### src/rtl/nmb_pkg.sv
`default_nettype none

package nmb_pkg;

	// Default build limits of the image.
	localparam int MAX_COLS_DEF = 64;
	localparam int MAX_ROWS_DEF = 1024;

	// Both image dimensions come out of reset at this value, clamped to the build limits.
	localparam int RESET_DIM = 64;

	// Fixed field widths.
	localparam int PIX_W      = 16;
	localparam int ROW_OUT_W  = 10;
	localparam int COL_OUT_W  = 6;
	localparam int ROWS_CFG_W = 11;
	localparam int COLS_CFG_W = 7;
	localparam int CFG_IDX_W  = 2;
	localparam int CFG_DATA_W = 11;

	// One line buffer word holds the two rows above the incoming pixel.
	localparam int LINE_W = 2 * PIX_W;

	// Eight 16-bit neighbors sum to at most 19 bits; the count is at most eight.
	localparam int SUM_W = 19;
	localparam int CNT_W = 4;

	// Division by three and five as a multiply by a rounded-up reciprocal.
	localparam int RECIP_W     = 20;
	localparam int RECIP_SHIFT = 21;
	localparam logic [RECIP_W-1:0] RECIP_3 = 20'd699051;
	localparam logic [RECIP_W-1:0] RECIP_5 = 20'd419431;

	// Configuration register indexes.
	localparam logic [CFG_IDX_W-1:0] REG_IMAGE_ROWS = 2'd0;
	localparam logic [CFG_IDX_W-1:0] REG_IMAGE_COLS = 2'd1;

	// Results one pixel can release, in output order (bit positions of the pending mask).
	localparam int N_KINDS         = 4;
	localparam int KIND_ABOVE_LEFT = 0;
	localparam int KIND_ABOVE_HERE = 1;
	localparam int KIND_HERE_LEFT  = 2;
	localparam int KIND_HERE_HERE  = 3;

	// Where the accepted pixel sits in the image.
	typedef struct packed {
		logic row_ge1;
		logic row_ge2;
		logic row_last;
		logic col_ge1;
		logic col_ge2;
		logic col_last;
	} pos_flags_t;

	// One image column of the 3x3 window, top to bottom.
	typedef struct packed {
		logic [PIX_W-1:0] top;
		logic [PIX_W-1:0] mid;
		logic [PIX_W-1:0] bot;
	} column_t;

	// Work handed from the window stage to the divider.
	typedef struct packed {
		logic [SUM_W-1:0] sum;
		logic [CNT_W-1:0] cnt;
		logic             frame_done;
		logic             last_of_run;
	} mean_job_t;

endpackage

`default_nettype wire

### src/rtl/nmb_cfg_if.sv
`default_nettype none

interface nmb_cfg_if;
	logic                           valid;
	logic                           ready;
	logic [nmb_pkg::CFG_IDX_W-1:0]  index;
	logic [nmb_pkg::CFG_DATA_W-1:0] data;

	modport source(output valid, output index, output data, input ready);
	modport sink(input valid, input index, input data, output ready);
endinterface

`default_nettype wire

### src/rtl/nmb_pix_if.sv
`default_nettype none

interface nmb_pix_if;
	logic                      valid;
	logic                      ready;
	logic [nmb_pkg::PIX_W-1:0] pixel;

	modport source(output valid, output pixel, input ready);
	modport sink(input valid, input pixel, output ready);
endinterface

`default_nettype wire

### src/rtl/nmb_res_if.sv
`default_nettype none

interface nmb_res_if;
	logic                          valid;
	logic                          ready;
	logic [nmb_pkg::ROW_OUT_W-1:0] out_row;
	logic [nmb_pkg::COL_OUT_W-1:0] out_col;
	logic [nmb_pkg::PIX_W-1:0]     mean_value;
	logic                          frame_done;
	logic                          last_of_run;

	modport source(output valid, output out_row, output out_col, output mean_value,
		output frame_done, output last_of_run, input ready);
	modport sink(input valid, input out_row, input out_col, input mean_value,
		input frame_done, input last_of_run, output ready);
endinterface

`default_nettype wire

### src/rtl/nmb_ram.sv
`default_nettype none

module nmb_ram #(
	parameter int WIDTH = 32,
	parameter int DEPTH = 64
) (
	input  wire logic                     clk,
	input  wire logic                     we,
	input  wire logic [$clog2(DEPTH)-1:0] waddr,
	input  wire logic [WIDTH-1:0]         wdata,
	input  wire logic                     re,
	input  wire logic [$clog2(DEPTH)-1:0] raddr,
	output logic      [WIDTH-1:0]         rdata
);

	logic [WIDTH-1:0] mem [DEPTH];
	logic [WIDTH-1:0] rdata_q;

	// One write port, one registered read port; a read at the written address sees old data.
	always_ff @(posedge clk) begin
		if (we) begin
			mem[waddr] <= wdata;
		end
		if (re) begin
			rdata_q <= mem[raddr];
		end
	end

	assign rdata = rdata_q;

endmodule

`default_nettype wire

### src/rtl/nmb_window.sv
`default_nettype none

module nmb_window #(
	parameter int RW = 10,
	parameter int CW = 6
) (
	input  wire logic                         clk,
	input  wire logic                         arst_n,
	input  wire logic                         in_valid,
	output logic                              in_ready,
	input  wire logic [nmb_pkg::PIX_W-1:0]    in_pixel,
	input  wire logic [RW-1:0]                in_row,
	input  wire logic [CW-1:0]                in_col,
	input  wire nmb_pkg::pos_flags_t          in_flags,
	input  wire logic [nmb_pkg::LINE_W-1:0]   ram_rdata,
	output logic                              ram_we,
	output logic      [CW-1:0]                ram_waddr,
	output logic      [nmb_pkg::LINE_W-1:0]   ram_wdata,
	output logic                              job_valid,
	input  wire logic                         job_ready,
	output nmb_pkg::mean_job_t                job,
	output logic      [RW-1:0]                job_row,
	output logic      [CW-1:0]                job_col
);

	localparam int NK = nmb_pkg::N_KINDS;
	localparam int PW = nmb_pkg::PIX_W;

	// Stage one: the accepted pixel, its line buffer word and its pending results.
	logic                       valid_s1;
	logic [PW-1:0]              pix_s1;
	logic [RW-1:0]              row_s1;
	logic [CW-1:0]              col_s1;
	nmb_pkg::pos_flags_t        flags_s1;
	logic [NK-1:0]              rem_s1;
	logic                       fwd_s1;
	logic [nmb_pkg::LINE_W-1:0] fwd_word_s1;

	// The two columns left of the current one.
	nmb_pkg::column_t w1_q;
	nmb_pkg::column_t w2_q;

	// Stage two: sum and count of one result.
	logic               valid_s2;
	nmb_pkg::mean_job_t job_s2;
	logic [RW-1:0]      row_s2;
	logic [CW-1:0]      col_s2;

	logic                       accept;
	logic                       s2_free;
	logic                       rem_single;
	logic                       emit;
	logic                       s1_leave;
	logic [NK-1:0]              pick;
	logic [NK-1:0]              rem_in;
	logic [nmb_pkg::LINE_W-1:0] word;
	logic [nmb_pkg::LINE_W-1:0] wr_word;
	nmb_pkg::column_t           cur_col;
	logic                       row_here;
	logic                       col_here;
	nmb_pkg::column_t           left_c;
	nmb_pkg::column_t           ctr_c;
	nmb_pkg::column_t           right_c;
	logic                       left_v;
	logic                       right_v;
	logic                       up_v;
	logic                       dn_v;
	logic [PW-1:0]              nb_val [8];
	logic [7:0]                 nb_v;
	logic [nmb_pkg::SUM_W-1:0]  sum;
	logic [nmb_pkg::CNT_W-1:0]  cnt;

	// Move a column up by one row when the result's center is the current row.
	function automatic nmb_pkg::column_t rows_of(nmb_pkg::column_t c, logic here);
		nmb_pkg::column_t r;
		if (here) begin
			r.top = c.mid;
			r.mid = c.bot;
			r.bot = '0;
		end else begin
			r = c;
		end
		return r;
	endfunction

	// Handshake between the stages.
	assign s2_free    = !valid_s2 || job_ready;
	assign rem_single = ((rem_s1 & (rem_s1 - NK'(1))) == '0);
	assign emit       = valid_s1 && (rem_s1 != '0) && s2_free;
	assign s1_leave   = valid_s1 && ((rem_s1 == '0) || (emit && rem_single));
	assign in_ready   = !valid_s1 || s1_leave;
	assign accept     = in_valid && in_ready;
	assign pick       = rem_s1 & (~rem_s1 + NK'(1));

	// Results the incoming pixel releases.
	always_comb begin
		rem_in = '0;
		rem_in[nmb_pkg::KIND_ABOVE_LEFT] = in_flags.row_ge1 && in_flags.col_ge1;
		rem_in[nmb_pkg::KIND_ABOVE_HERE] = in_flags.row_ge1 && in_flags.col_last;
		rem_in[nmb_pkg::KIND_HERE_LEFT]  = in_flags.row_last && in_flags.col_ge1;
		rem_in[nmb_pkg::KIND_HERE_HERE]  = in_flags.row_last && in_flags.col_last;
	end

	// Current column; a write to the same column in the accept cycle is forwarded.
	assign word      = fwd_s1 ? fwd_word_s1 : ram_rdata;
	assign cur_col   = '{top: word[PW-1:0], mid: word[2*PW-1:PW], bot: pix_s1};
	assign wr_word   = {pix_s1, word[2*PW-1:PW]};
	assign ram_we    = s1_leave;
	assign ram_waddr = col_s1;
	assign ram_wdata = wr_word;

	// Window geometry of the result picked this cycle.
	assign row_here = pick[nmb_pkg::KIND_HERE_LEFT] || pick[nmb_pkg::KIND_HERE_HERE];
	assign col_here = pick[nmb_pkg::KIND_ABOVE_HERE] || pick[nmb_pkg::KIND_HERE_HERE];

	always_comb begin
		if (col_here) begin
			left_c  = rows_of(w1_q, row_here);
			ctr_c   = rows_of(cur_col, row_here);
			right_c = rows_of(cur_col, row_here);
			left_v  = flags_s1.col_ge1;
			right_v = 1'b0;
		end else begin
			left_c  = rows_of(w2_q, row_here);
			ctr_c   = rows_of(w1_q, row_here);
			right_c = rows_of(cur_col, row_here);
			left_v  = flags_s1.col_ge2;
			right_v = 1'b1;
		end
		up_v = row_here ? flags_s1.row_ge1 : flags_s1.row_ge2;
		dn_v = !row_here;
	end

	// The eight neighbors, center excluded.
	always_comb begin
		nb_val[0] = left_c.top;
		nb_val[1] = left_c.mid;
		nb_val[2] = left_c.bot;
		nb_val[3] = ctr_c.top;
		nb_val[4] = ctr_c.bot;
		nb_val[5] = right_c.top;
		nb_val[6] = right_c.mid;
		nb_val[7] = right_c.bot;
		nb_v[0]   = left_v && up_v;
		nb_v[1]   = left_v;
		nb_v[2]   = left_v && dn_v;
		nb_v[3]   = up_v;
		nb_v[4]   = dn_v;
		nb_v[5]   = right_v && up_v;
		nb_v[6]   = right_v;
		nb_v[7]   = right_v && dn_v;
	end

	// Sum and count of the neighbors inside the image.
	always_comb begin
		sum = '0;
		cnt = '0;
		for (int k = 0; k < 8; k++) begin
			sum = sum + (nb_v[k] ? nmb_pkg::SUM_W'(nb_val[k]) : '0);
			cnt = cnt + nmb_pkg::CNT_W'(nb_v[k]);
		end
	end

	// Stage one control.
	always_ff @(posedge clk or negedge arst_n) begin
		if (!arst_n) begin
			valid_s1 <= 1'b0;
			rem_s1   <= '0;
			fwd_s1   <= 1'b0;
		end else begin
			if (accept) begin
				valid_s1 <= 1'b1;
				rem_s1   <= rem_in;
				fwd_s1   <= s1_leave && (in_col == col_s1);
			end else begin
				if (s1_leave) begin
					valid_s1 <= 1'b0;
				end
				if (emit) begin
					rem_s1 <= rem_s1 & ~pick;
				end
			end
		end
	end

	// Stage one payload.
	always_ff @(posedge clk) begin
		if (accept) begin
			pix_s1      <= in_pixel;
			row_s1      <= in_row;
			col_s1      <= in_col;
			flags_s1    <= in_flags;
			fwd_word_s1 <= wr_word;
		end
		if (s1_leave) begin
			w2_q <= w1_q;
			w1_q <= cur_col;
		end
	end

	// Stage two control.
	always_ff @(posedge clk or negedge arst_n) begin
		if (!arst_n) begin
			valid_s2 <= 1'b0;
		end else begin
			if (emit) begin
				valid_s2 <= 1'b1;
			end else if (job_ready) begin
				valid_s2 <= 1'b0;
			end
		end
	end

	// Stage two payload.
	always_ff @(posedge clk) begin
		if (emit) begin
			job_s2.sum         <= sum;
			job_s2.cnt         <= cnt;
			job_s2.frame_done  <= rem_single && flags_s1.row_last && flags_s1.col_last;
			job_s2.last_of_run <= rem_single;
			row_s2             <= row_here ? row_s1 : row_s1 - RW'(1);
			col_s2             <= col_here ? col_s1 : col_s1 - CW'(1);
		end
	end

	assign job_valid = valid_s2;
	assign job       = job_s2;
	assign job_row   = row_s2;
	assign job_col   = col_s2;

endmodule

`default_nettype wire

### src/rtl/nmb_divide.sv
`default_nettype none

module nmb_divide #(
	parameter int RW = 10,
	parameter int CW = 6
) (
	input  wire logic               clk,
	input  wire logic               arst_n,
	input  wire logic               job_valid,
	output logic                    job_ready,
	input  wire nmb_pkg::mean_job_t job,
	input  wire logic [RW-1:0]      job_row,
	input  wire logic [CW-1:0]      job_col,
	nmb_res_if.source               results
);

	localparam int SW     = nmb_pkg::SUM_W;
	localparam int NW     = nmb_pkg::CNT_W;
	localparam int PROD_W = nmb_pkg::SUM_W + nmb_pkg::RECIP_W;

	logic                                valid_s3;
	logic [nmb_pkg::ROW_OUT_W-1:0]       row_s3;
	logic [nmb_pkg::COL_OUT_W-1:0]       col_s3;
	logic [nmb_pkg::PIX_W-1:0]           mean_s3;
	logic                                done_s3;
	logic                                last_s3;

	logic [nmb_pkg::RECIP_W-1:0] recip;
	logic [PROD_W-1:0]           prod;
	logic [SW-1:0]               quot;
	logic                        take;

	assign job_ready = !valid_s3 || results.ready;
	assign take      = job_valid && job_ready;

	// Divide by the neighbor count: shifts for one, two and eight, a reciprocal for three and five.
	always_comb begin
		unique case (job.cnt)
			NW'(3):  recip = nmb_pkg::RECIP_3;
			NW'(5):  recip = nmb_pkg::RECIP_5;
			default: recip = '0;
		endcase
		prod = PROD_W'(job.sum) * PROD_W'(recip);
		unique case (job.cnt)
			NW'(1):         quot = job.sum;
			NW'(2):         quot = job.sum >> 1;
			NW'(3), NW'(5): quot = SW'(prod >> nmb_pkg::RECIP_SHIFT);
			NW'(8):         quot = job.sum >> 3;
			default:        quot = '0;
		endcase
	end

	// Output register control.
	always_ff @(posedge clk or negedge arst_n) begin
		if (!arst_n) begin
			valid_s3 <= 1'b0;
		end else begin
			if (take) begin
				valid_s3 <= 1'b1;
			end else if (results.ready) begin
				valid_s3 <= 1'b0;
			end
		end
	end

	// Output register payload.
	always_ff @(posedge clk) begin
		if (take) begin
			row_s3  <= nmb_pkg::ROW_OUT_W'(job_row);
			col_s3  <= nmb_pkg::COL_OUT_W'(job_col);
			mean_s3 <= nmb_pkg::PIX_W'(quot);
			done_s3 <= job.frame_done;
			last_s3 <= job.last_of_run;
		end
	end

	assign results.valid       = valid_s3;
	assign results.out_row     = row_s3;
	assign results.out_col     = col_s3;
	assign results.mean_value  = mean_s3;
	assign results.frame_done  = done_s3;
	assign results.last_of_run = last_s3;

endmodule

`default_nettype wire

### src/rtl/neighbor_mean_blur_3x3_unit.sv
`default_nettype none

// Streaming 3x3 neighbor-mean blur. Pixels enter in raster order, one beat per pixel, and each
// result beat carries the row, column and truncated mean of the in-image neighbors of one
// position, center excluded. A result leaves as soon as its lower-right neighbor has arrived.
// A pixel is taken every cycle while the output does not stall, except that a pixel that
// releases several results holds the input until the window stage has issued the last one: a
// pixel at the end of a row or in the last row releases at most two results, and the last pixel
// of the frame four; the result sequencer in the window stage issues them in turn. A result is
// registered in the window sum register, then divided into the output register, and further
// results of the same pixel follow one per cycle while the output does not stall. The line
// buffer is one memory of MAX_COLS words holding the two rows above, read and written once per
// pixel; it needs no clearing pass. Writing either size register restarts the frame at row 0,
// column 0; a zero size counts as one and a size above the build limit counts as the limit. The
// user must write size registers only while the block is idle; the block does not enforce it.
module neighbor_mean_blur_3x3_unit #(
	parameter int MAX_COLS = nmb_pkg::MAX_COLS_DEF,
	parameter int MAX_ROWS = nmb_pkg::MAX_ROWS_DEF
) (
	input wire logic  clk,
	input wire logic  arst_n,
	nmb_cfg_if.sink   cfg,
	nmb_pix_if.sink   pixels,
	nmb_res_if.source results
);

	localparam int RW = $clog2(MAX_ROWS);
	localparam int CW = $clog2(MAX_COLS);
	localparam int RESET_ROWS = (nmb_pkg::RESET_DIM > MAX_ROWS) ? MAX_ROWS : nmb_pkg::RESET_DIM;
	localparam int RESET_COLS = (nmb_pkg::RESET_DIM > MAX_COLS) ? MAX_COLS : nmb_pkg::RESET_DIM;

	logic [RW-1:0] rows_last_q;
	logic [CW-1:0] cols_last_q;
	logic [RW-1:0] row_q;
	logic [CW-1:0] col_q;

	logic                            cfg_wr;
	logic [nmb_pkg::ROWS_CFG_W-1:0]  rows_val;
	logic [nmb_pkg::COLS_CFG_W-1:0]  cols_val;
	logic [RW-1:0]                   rows_wr_last;
	logic [CW-1:0]                   cols_wr_last;
	logic                            in_acc;
	logic                            win_ready;
	nmb_pkg::pos_flags_t             flags;

	logic                       ram_we;
	logic [CW-1:0]              ram_waddr;
	logic [nmb_pkg::LINE_W-1:0] ram_wdata;
	logic [nmb_pkg::LINE_W-1:0] ram_rdata;

	logic               job_valid;
	logic               job_ready;
	nmb_pkg::mean_job_t job;
	logic [RW-1:0]      job_row;
	logic [CW-1:0]      job_col;

	// Configuration writes are always taken.
	assign cfg.ready = 1'b1;
	assign cfg_wr    = cfg.valid;
	assign rows_val  = cfg.data[nmb_pkg::ROWS_CFG_W-1:0];
	assign cols_val  = cfg.data[nmb_pkg::COLS_CFG_W-1:0];

	// Clamp a written size and keep it as the index of the last row or column.
	always_comb begin
		priority if (rows_val == '0) begin
			rows_wr_last = '0;
		end else if (32'(rows_val) > MAX_ROWS) begin
			rows_wr_last = RW'(MAX_ROWS - 1);
		end else begin
			rows_wr_last = RW'(rows_val - 1'b1);
		end
		priority if (cols_val == '0) begin
			cols_wr_last = '0;
		end else if (32'(cols_val) > MAX_COLS) begin
			cols_wr_last = CW'(MAX_COLS - 1);
		end else begin
			cols_wr_last = CW'(cols_val - 1'b1);
		end
	end

	assign pixels.ready = win_ready;
	assign in_acc       = pixels.valid && pixels.ready;

	// Size registers and the position of the next pixel.
	always_ff @(posedge clk or negedge arst_n) begin
		if (!arst_n) begin
			rows_last_q <= RW'(RESET_ROWS - 1);
			cols_last_q <= CW'(RESET_COLS - 1);
			row_q       <= '0;
			col_q       <= '0;
		end else begin
			if (cfg_wr) begin
				unique case (cfg.index)
					nmb_pkg::REG_IMAGE_ROWS: begin
						rows_last_q <= rows_wr_last;
						row_q       <= '0;
						col_q       <= '0;
					end
					nmb_pkg::REG_IMAGE_COLS: begin
						cols_last_q <= cols_wr_last;
						row_q       <= '0;
						col_q       <= '0;
					end
					default: begin
					end
				endcase
			end else if (in_acc) begin
				if (col_q == cols_last_q) begin
					col_q <= '0;
					row_q <= (row_q == rows_last_q) ? '0 : row_q + RW'(1);
				end else begin
					col_q <= col_q + CW'(1);
				end
			end
		end
	end

	// Position of the incoming pixel relative to the image borders.
	always_comb begin
		flags.row_ge1  = (row_q != '0);
		flags.row_ge2  = (row_q > RW'(1));
		flags.row_last = (row_q == rows_last_q);
		flags.col_ge1  = (col_q != '0);
		flags.col_ge2  = (col_q > CW'(1));
		flags.col_last = (col_q == cols_last_q);
	end

	// Line buffer: per column, the pixels of the two rows above.
	nmb_ram #(
		.WIDTH(nmb_pkg::LINE_W),
		.DEPTH(MAX_COLS)
	) u_line (
		.clk  (clk),
		.we   (ram_we),
		.waddr(ram_waddr),
		.wdata(ram_wdata),
		.re   (in_acc),
		.raddr(col_q),
		.rdata(ram_rdata)
	);

	nmb_window #(
		.RW(RW),
		.CW(CW)
	) u_window (
		.clk      (clk),
		.arst_n   (arst_n),
		.in_valid (pixels.valid),
		.in_ready (win_ready),
		.in_pixel (pixels.pixel),
		.in_row   (row_q),
		.in_col   (col_q),
		.in_flags (flags),
		.ram_rdata(ram_rdata),
		.ram_we   (ram_we),
		.ram_waddr(ram_waddr),
		.ram_wdata(ram_wdata),
		.job_valid(job_valid),
		.job_ready(job_ready),
		.job      (job),
		.job_row  (job_row),
		.job_col  (job_col)
	);

	nmb_divide #(
		.RW(RW),
		.CW(CW)
	) u_divide (
		.clk      (clk),
		.arst_n   (arst_n),
		.job_valid(job_valid),
		.job_ready(job_ready),
		.job      (job),
		.job_row  (job_row),
		.job_col  (job_col),
		.results  (results)
	);

`ifndef NO_ASSERTIONS
	// A size write restarts the frame.
	a_cfg_restart: assert property (@(posedge clk) disable iff (!arst_n)
		cfg.valid && cfg.ready
		&& (cfg.index == nmb_pkg::REG_IMAGE_ROWS || cfg.index == nmb_pkg::REG_IMAGE_COLS)
		|=> row_q == '0 && col_q == '0)
		else $error("frame position not cleared after a size write");

	// The next pixel position always lies inside the configured image.
	a_pos_in_image: assert property (@(posedge clk) disable iff (!arst_n)
		row_q <= rows_last_q && col_q <= cols_last_q)
		else $error("pixel position outside the image");

	// The end of a frame is also the end of the run released by its last pixel.
	a_done_is_last: assert property (@(posedge clk) disable iff (!arst_n)
		results.valid && results.frame_done |-> results.last_of_run)
		else $error("frame end flagged on a result that is not last of its run");
`endif

endmodule

`default_nettype wire
### src/flat_wrapper.sv
// flat-port wrapper written by rule: the top's interface ports become plain ports
module neighbor_mean_blur_3x3_unit_flat 
#(
	parameter int MAX_COLS = nmb_pkg::MAX_COLS_DEF,
	parameter int MAX_ROWS = nmb_pkg::MAX_ROWS_DEF
)
  (clk, arst_n, cfg_valid, cfg_index, cfg_data, cfg_ready, pixels_valid, pixels_pixel, pixels_ready, results_valid, results_out_row, results_out_col, results_mean_value, results_frame_done, results_last_of_run, results_ready);
  nmb_cfg_if cfg_i ();
  nmb_pix_if pixels_i ();
  nmb_res_if results_i ();
  input wire logic clk;
  input wire logic arst_n;
  input wire logic [$bits(cfg_i.valid)-1:0] cfg_valid;
  input wire logic [$bits(cfg_i.index)-1:0] cfg_index;
  input wire logic [$bits(cfg_i.data)-1:0] cfg_data;
  output wire logic [$bits(cfg_i.ready)-1:0] cfg_ready;
  input wire logic [$bits(pixels_i.valid)-1:0] pixels_valid;
  input wire logic [$bits(pixels_i.pixel)-1:0] pixels_pixel;
  output wire logic [$bits(pixels_i.ready)-1:0] pixels_ready;
  output wire logic [$bits(results_i.valid)-1:0] results_valid;
  output wire logic [$bits(results_i.out_row)-1:0] results_out_row;
  output wire logic [$bits(results_i.out_col)-1:0] results_out_col;
  output wire logic [$bits(results_i.mean_value)-1:0] results_mean_value;
  output wire logic [$bits(results_i.frame_done)-1:0] results_frame_done;
  output wire logic [$bits(results_i.last_of_run)-1:0] results_last_of_run;
  input wire logic [$bits(results_i.ready)-1:0] results_ready;
  assign cfg_i.valid = cfg_valid;
  assign cfg_i.index = cfg_index;
  assign cfg_i.data = cfg_data;
  assign cfg_ready = cfg_i.ready;
  assign pixels_i.valid = pixels_valid;
  assign pixels_i.pixel = pixels_pixel;
  assign pixels_ready = pixels_i.ready;
  assign results_valid = results_i.valid;
  assign results_out_row = results_i.out_row;
  assign results_out_col = results_i.out_col;
  assign results_mean_value = results_i.mean_value;
  assign results_frame_done = results_i.frame_done;
  assign results_last_of_run = results_i.last_of_run;
  assign results_i.ready = results_ready;
  neighbor_mean_blur_3x3_unit #(.MAX_COLS(MAX_COLS), .MAX_ROWS(MAX_ROWS)) u_core (.clk(clk), .arst_n(arst_n), .cfg(cfg_i), .pixels(pixels_i), .results(results_i));
endmodule
### config.mk
export PLATFORM = sky130hd
export DESIGN_NAME = neighbor_mean_blur_3x3_unit_flat
export DESIGN_NICKNAME = d
export VERILOG_FILES = /design/src/rtl/nmb_pkg.sv /design/src/rtl/nmb_cfg_if.sv /design/src/rtl/nmb_pix_if.sv /design/src/rtl/nmb_res_if.sv /design/src/rtl/nmb_ram.sv /design/src/rtl/nmb_window.sv /design/src/rtl/nmb_divide.sv /design/src/rtl/neighbor_mean_blur_3x3_unit.sv /design/src/flat_wrapper.sv
export SDC_FILE = /design/constraint.sdc
export NUM_CORES = 2
export LEC_CHECK = 0
export BUFFER_PORTS_ARGS = -buffer_cell sky130_fd_sc_hd__buf_4
export CORE_ASPECT_RATIO = 0.9
export CORE_MARGIN = 5
export CORE_UTILIZATION = 45
export DETAILED_ROUTE_END_ITERATION = 10
export GPL_TIMING_DRIVEN = 0
export PLACE_DENSITY = 0.69
export SLEW_MARGIN = 20
export SYNTH_ARGS = -nofsm -noshare
export SYNTH_HDL_FRONTEND = slang
export SYNTH_SLANG_ARGS = --single-unit
### constraint.sdc
create_clock -name clk -period 21.9 [get_ports clk]
set_input_delay 3.285 -clock clk [delete_from_list [all_inputs] [get_ports clk]]
set_output_delay 3.285 -clock clk [all_outputs]
set_load 0.01 [all_outputs]
-- Yosys cells after proc, flatten, opt, wreduce, memory -nomap -nowiden
Memories as Yosys holds them, arrays and structs flattened. A register that Yosys moved wholly into a read port is not among the register bits.
Cells that the tools add are included.
Widths: inputs -> output; s select.
- register bits: 281
- memory bits (writable): 2048
- input bits: 34
- output and inout port bits: 37
- memories kept: 1
- memory list (memory ; depth ; width ; read ports ; clocked after Yosys merged registers in ; wr ports ; RTL line ; text):
    u_core.u_line.mem ; 64 ; 32 ; 1 ; 1 ; 1 ; nmb_ram.sv:16 ; logic [WIDTH-1:0] mem [DEPTH];
- add/subtract/negate cells: 22
- multipliers: 1
- order comparisons: 4
- eq/ne operators: 10
- mux-type cells: 44
- bitwise gates (word level): 5
- reductions and logical operators: 47
- operators by type and width (kind ; number):
    $mux 48 ; 5
    $mux 16 ; 8
    $mux 10 ; 8
    $add 19x16->19 ; 4
    $pmux 16 s4 ; 1
    $mux 6 ; 7
    $pmux 20 s2 ; 1
    $mul 19x20->37 ; 1
    $mux 32 ; 1
    $sub 10x1->10 const B ; 2
    $add 18x16->19 ; 1
    $add 17x16->18 ; 1
    $add 16x16->17 ; 1
    $logic_and 1x1->1 ; 17
    $add 4x1->4 ; 4
    $and 4x4->4 ; 3
    $eq 6x6->1 ; 2
    $reduce_bool 2->1 ; 6
    $sub 6x1->6 const B ; 2
    $gt 11x11->1 const B ; 1
    $logic_not 11->1 ; 1
    $mux 1 ; 11
    $add 10x1->10 const B ; 1
    $eq 10x10->1 ; 1
    other kinds (28) ; 43

-- Logic depth before layout (Yosys ltp)
- depth after elaboration: 14
- mapped depth: 29
- gate-level depth less buffers: 28

-- By module
Synthesis repeated with hierarchy kept, for this count alone.
- cell total of the unflattened synthesis: 5626
- area total of the unflattened synthesis: 102836.1 µm²
- by module, submodules not included (module ; times used ; cells an instance ; area each (µm²) ; seq. area each (µm²)):
    nmb_ram ; 1 ; 3324 ; 78835.6 ; 62459.9
    nmb_window ; 1 ; 1111 ; 13147.6 ; 6391.1
    nmb_divide ; 1 ; 936 ; 8647.0 ; 1046.0
    neighbor_mean_blur_3x3_unit ; 1 ; 255 ; 2205.9 ; 815.8

-- Worst setup path after synthesis
OpenSTA, ideal clock, no wires.
- kind: input-to-reg
- from: input results_ready
- to: memory u_core.u_line.mem[31][0] (enable)
- arrival time: 10.706 ns
- required time: 21.479 ns
- setup slack: 10.773 ns
- stages: 9
- path buffers: 0
- cells stage by stage: nand2b_1 > nor2_1 > maj3_1 > o21a_1 > o22a_1 > nor2b_1 > and2_1 > nand3_1 > nor2_1
- cells in the longest elaborated chain, start to end: 8
- RTL lines (what ; RTL line ; text):
    start, declared ; flat_wrapper.sv:26 ; input wire logic [$bits(results_i.ready)-1:0] results_ready;
    $logic_or 1x1->1 ; nmb_divide.sv:33 ; assign job_ready = !valid_s3 || results.ready;
    $logic_or 1x1->1 ; nmb_window.sv:87 ; assign s2_free = !valid_s2 || job_ready;
    $logic_and 1x1->1 ; nmb_window.sv:89 ; assign emit = valid_s1 && (rem_s1 != '0) && s2_free;
    $logic_and 1x1->1 ; nmb_window.sv:90 ; assign s1_leave = valid_s1 && ((rem_s1 == '0) || (emit && rem_single));
    $logic_or 1x1->1 ; nmb_window.sv:90 ;
    $logic_and 1x1->1 ; nmb_window.sv:90 ;
    net u_core.ram_we ; neighbor_mean_blur_3x3_unit.sv:46 ; logic ram_we;
    $mux 1 ; nmb_ram.sv:21 ; if (we) begin
    $mux 1 (not written as such) ; nmb_ram.sv:22 ; mem[waddr] <= wdata;
    end, declared ; nmb_ram.sv:16 ;
The timed path passes the listed nets, and every way through them passes these cells.

-- Final worst setup path
- from: register u_core.u_window.job_s2, in the netlist u_core.u_window.job[5]
- to: register u_core.u_divide.mean_s3, in the netlist u_core.u_divide.results.mean_value[9] (data pin)
- cells in the longest elaborated chain, start to end: 4
- RTL lines (what ; RTL line ; text):
    start, declared ; nmb_window.sv:45 ; nmb_pkg::mean_job_t job_s2;
    $eq 4x3->1 or $eq 4x2->1 (tied branches) ; nmb_divide.sv:38, nmb_divide.sv:44 ;
    $pmux 20 s2 ; nmb_divide.sv:38 ; unique case (job.cnt)
    $mul 19x20->37 ; nmb_divide.sv:43 ; prod = PROD_W'(job.sum) * PROD_W'(recip);
    $pmux 16 s4 * ; nmb_divide.sv:44 ; unique case (job.cnt)
    net u_core.u_divide.quot[9] ; nmb_divide.sv:30 ; logic [SW-1:0] quot;
    end signal, assigned ; nmb_divide.sv:71 ; mean_s3 <= nmb_pkg::PIX_W'(quot);
    end, declared ; nmb_divide.sv:24 ; logic [nmb_pkg::PIX_W-1:0] mean_s3;
The timed path passes the listed nets; every way through them passes the cells marked *.
A chain may end at the register's enable or synchronous reset.

==> run summary <==
The flow ran to the end, and the final reports show no timing, DRC or antenna violations. Summed over all cells, the static leakage comes to 39.05 nW. The most numerous cell type found on the critical path is sky130_fd_sc_hd__fa_1.

The total internal power is 0.008666 W. The area enclosed by the die boundary is 235100 um2. The endpoint identified for the worst register-to-register timing path is u_core.u_divide.results.mean_value[9]$_DFFE_PP_.

The share of the clock period used by the worst path after layout came out at 40.24%. Cells with a size suffix above 1 make up 24.28% of the layout. The element type at the critical path end is a flop. The tree is rooted in a sky130_fd_sc_hd__clkbuf_16. The detailed-placement wirelength estimate came out at 190500 um. The netlist area before placement is 101500 um2.

The pre-antenna-repair detailed-routing pass consisted of 6 iterations. The final setup skew came out at 92.20 ps. The area share of the leading cell type in the synthesized netlist came out at 68.67%. For flop-to-flop paths, the worst setup slack is 13090 ps. After clock tree synthesis, the setup repair step added 0 buffers. The filler cell count came out at 17310.

The number of antenna violations at the first check in global routing came out at 16. The total global-route track usage came out at 22.92%. The switching power as a share of total power came out at 29.13%. The min-delay analysis places its worst path in the category reg -> reg. The post-synthesis sequential element count is 2361. Data on the critical path arrives at its endpoint at 9300 ps. The slew at the pin closest to its max-slew limit is 1218 ps.

After clock tree synthesis, the flow added hold-fix buffers numbering 0. Clock tree synthesis inserted a total of 215 buffers. The first-pass GRT wire length is 384800 um. The cell count of the worst hold path came out at 0.

The post-layout instance count excluding filler cells is 8838. The count of max-cap constraint violations came out at 0. For the final routed database, the setup TNS stands at 0 ps. In the synthesized netlist the dominant register cell turns out to be sky130_fd_sc_hd__edfxtp_1. Counting flops with a built-in enable in the synthesized netlist gives 2321. The critical path contains buffers and inverters numbering 7 combined. The routed layout has 52520 vias. The clock period minus final worst setup slack came out at 8814 ps. Per report_power, the sequential group accounts for 43.5% of the total. Input and output buffers added on the ports amount to 68. STA classifies the critical path startpoint as a flop.

The worst setup path is of the reg -> reg kind. Of all nets on the critical path, the largest fanout is 10. The vertical die dimension came out at 460.5 um. The final count of pins violating max slew is 0.

TritonCTS built the clock tree. The wire length reported by the detailed router is 269200 um. The H-tree generated during clock tree synthesis spans 4 levels. The die is 510.6 um wide.

The depth of the worst register-to-register path came out at 26. The share of total power in the clock network is 31.5%. The number of endpoints failing setup at the final stage is 0. Yosys attributes the largest share of cell area to sky130_fd_sc_hd__edfxtp_1 69%, sky130_fd_sc_hd__mux4_2 15%, sky130_fd_sc_hd__fa_1 4.8%. The library cells used most frequently in the layout, excluding fill and tap cells, are 2321 x sky130_fd_sc_hd__edfxtp_1, 672 x sky130_fd_sc_hd__mux4_2, 361 x sky130_fd_sc_hd__inv_1.

The number of cells upsized or downsized after cts is 0. Counting flops with an async set or reset pin after synthesis yields a share of 1.694%. The number of warnings issued by yosys came out at 0. The final routed DRC violation total came out at 0. The count of routing violations after the opening detailed-route iteration came out at 6857. Once detail routing completed, the nets flagged for antenna violations numbered 0. The logic gate share of total power is 25.0%.

The commonest non-fill, non-tap cell in the layout is sky130_fd_sc_hd__edfxtp_1. The number of vias per cell after detailed routing is 5.942. For this design the ratio of total power to cell area is 104.4 nW/um2. The maximum clock frequency came out at 113.5 MHz.

Routability-driven placement finished with a final weighted congestion of 0.9089. sky130_fd_sc_hd__edfxtp_1 takes more of the synthesized area than any other cell. The largest net degree at the start of global routing came out at 83. Counting tap cells, the placed design contains a total of 8426 instances. The final number of hold-violating endpoints came out at 0.

After synthesis, the mean cell area works out to 19.55 um2. The proportion of synthesized chip area in sequential cells is 69.67%. The worst-skew pair later-pin latency came out at 880 ps.

The worst hold path terminates at u_core.u_divide.results.out_col[4]$_DFFE_PP_. The switching power came out at 0.003563 W. The cell count after synthesis came out at 5192. The total overflow reported by the global router came out at 0.

The largest incremental delay on the critical path is 680 ps. The critical path's top delay family is adder cells. The starting utilization of the core area is 45.18%.

The number of global-route vias before repair came out at 52880. The total number of nets in the final design came out at 6073. The post-synthesis net count is 5628. The area of the placeable core is 224600 um2. The cell with the biggest individual delay on the critical path is sky130_fd_sc_hd__fa_1. After clock tree synthesis, the clock-pin slew on the worst setup and hold paths is 70 ps. The number of placed I/O pins came out at 71. The signed area change from the synthesized netlist to the final layout came out at 15.45%.

After floorplanning, the core was divided into 165 placement rows. In this run the tightest slew margin relative to its limit is 18.77%. Across all hold checks on the routed design, the worst slack comes to 418.4 ps.

The maximum vdd drop is 0.1088 mV. The routed length per placed instance is 30.46 um. Data on the critical path is required at its endpoint by 22380 ps. The maximum buffer depth of the clock tree is 3. The total clock sinks came out at 2361. The number of unique standard cell types used by synthesis came out at 68. Setup repair after global routing left no endpoint under its margin. The worst hold path begins at u_core.u_window.job_col[4]$_DFFE_PP_. The reg-to-reg startpoint is u_core.u_window.job[5]$_DFFE_PP_.
-- flip-flops by register name (all words and copies together), names as in the netlist, 16 cells and up --
register / count
u_core.u_line.mem: 2048
u_core.u_window.w1_q: 48
u_core.u_window.w2_q: 48
u_core.u_line.rdata: 32
u_core.u_window.fwd_word_s1: 32
u_core.u_window.job: 25
u_core.u_divide.results.mean_value: 16
u_core.u_window.pix_s1: 16
-- logic make-up (layout without fill, tap and decap cells) --
family,Yosys count,count (layout),share of synthesized area (%)
AO/OA/AOI/OAI,341,341,2.139
XOR/XNOR,70,70,0.6041
adder cells (fa/ha/maj),403,403,6.778
buffers and inverters,619,1254,2.351
flip-flops,2361,2361,69.67
multiplexers,726,726,15.47
other,1,6,0.003695
AND/OR/NAND/NOR,671,671,2.979
-- routing by layer --
layer	GRT usage (%)	share of wire (%)
met5	0	0.013
met2	36.08	47
met1	31.56	39
met4	8.860	4.4
met3	4.992	9.4
-- worst max path at each step --
stage	startpoint	endpoint	depth (start not counted)
2_1_floorplan	results_ready	u_core.u_line.mem[31][0]$_DFFE_PP_	9
3_3_place_gp	results_ready	u_core.u_line.mem[23][22]$_DFFE_PP_	10
3_5_place_dp	u_core.u_window.job[5]$_DFFE_PP_	u_core.u_divide.results.mean_value[9]$_DFFE_PP_	26
4_1_cts	u_core.u_window.job[5]$_DFFE_PP_	u_core.u_divide.results.mean_value[9]$_DFFE_PP_	26
5_1_grt	u_core.u_window.job[5]$_DFFE_PP_	u_core.u_divide.results.mean_value[9]$_DFFE_PP_	26
6_report	u_core.u_window.job[5]$_DFFE_PP_	u_core.u_divide.results.mean_value[9]$_DFFE_PP_	26
-- layout make-up --
type | instances | area [um2] | area share (%)
Tap cell | 3006 | 3761 | 3.210
Clock buffer | 256 | 5575 | 4.758
Antenna cell | 5 | 12.51 | 0.01068
Inverter | 377 | 1443 | 1.231
Timing Repair Buffer | 228 | 4041 | 3.449
Clock inverter | 151 | 1699 | 1.450
Buffer | 242 | 997.2 | 0.8511
Multi-Input combinational cell | 2212 | 28930 | 24.69
Sequential cell | 2361 | 70710 | 60.35
-- stage by stage --
stage / util (%) / setup slack (ps) / instance area, um2 / power [W]
2_1_floorplan: - / 10770 / 101500 / 0.007451
3_3_place_gp: 47.09 / 6319 / 105800 / 0.008363
3_5_place_dp: 48.91 / 13200 / 109900 / 0.008468
4_1_cts: 52.15 / 13090 / 117100 / 0.01229
5_1_grt: 52.16 / 12620 / 117200 / 0.01277
6_report: 52.16 / 13090 / 117200 / 0.01223
-- Yosys cell counts, types with 15 or more instances --
cell type and n:
sky130_fd_sc_hd__dfrtp_1 28, sky130_fd_sc_hd__and3_1 27, sky130_fd_sc_hd__ha_1 157, sky130_fd_sc_hd__nor2b_1 15, sky130_fd_sc_hd__mux2_2 21, sky130_fd_sc_hd__fa_1 245
sky130_fd_sc_hd__buf_2 23, sky130_fd_sc_hd__o21ai_0 86, sky130_fd_sc_hd__a211oi_1 20, sky130_fd_sc_hd__buf_1 56, sky130_fd_sc_hd__a21oi_1 103, sky130_fd_sc_hd__and2_1 42
sky130_fd_sc_hd__edfxtp_1 2321, sky130_fd_sc_hd__nand2_1 281, sky130_fd_sc_hd__xor2_1 26, sky130_fd_sc_hd__nand3_1 35, sky130_fd_sc_hd__xnor2_1 44, sky130_fd_sc_hd__o211ai_1 23
sky130_fd_sc_hd__mux4_2 672, sky130_fd_sc_hd__a311oi_1 15, sky130_fd_sc_hd__inv_1 375, sky130_fd_sc_hd__nor2_1 180, sky130_fd_sc_hd__a21o_1 22, sky130_fd_sc_hd__mux2i_1 33
sky130_fd_sc_hd__clkbuf_1 156, sky130_fd_sc_hd__a222oi_1 16, sky130_fd_sc_hd__nor3_1 16
-- power by group through the flow --
stage	Combinational, W	Sequential [W]	Clock [W]
2_1_floorplan	0.00204	0.00541	0
3_3_place_gp	0.00290	0.00547	0
3_5_place_dp	0.00306	0.00541	0
4_1_cts	0.00308	0.00531	0.00390
5_1_grt	0.00335	0.00532	0.00410
6_report	0.00306	0.00532	0.00385
(Power assumes the default switching activity.)
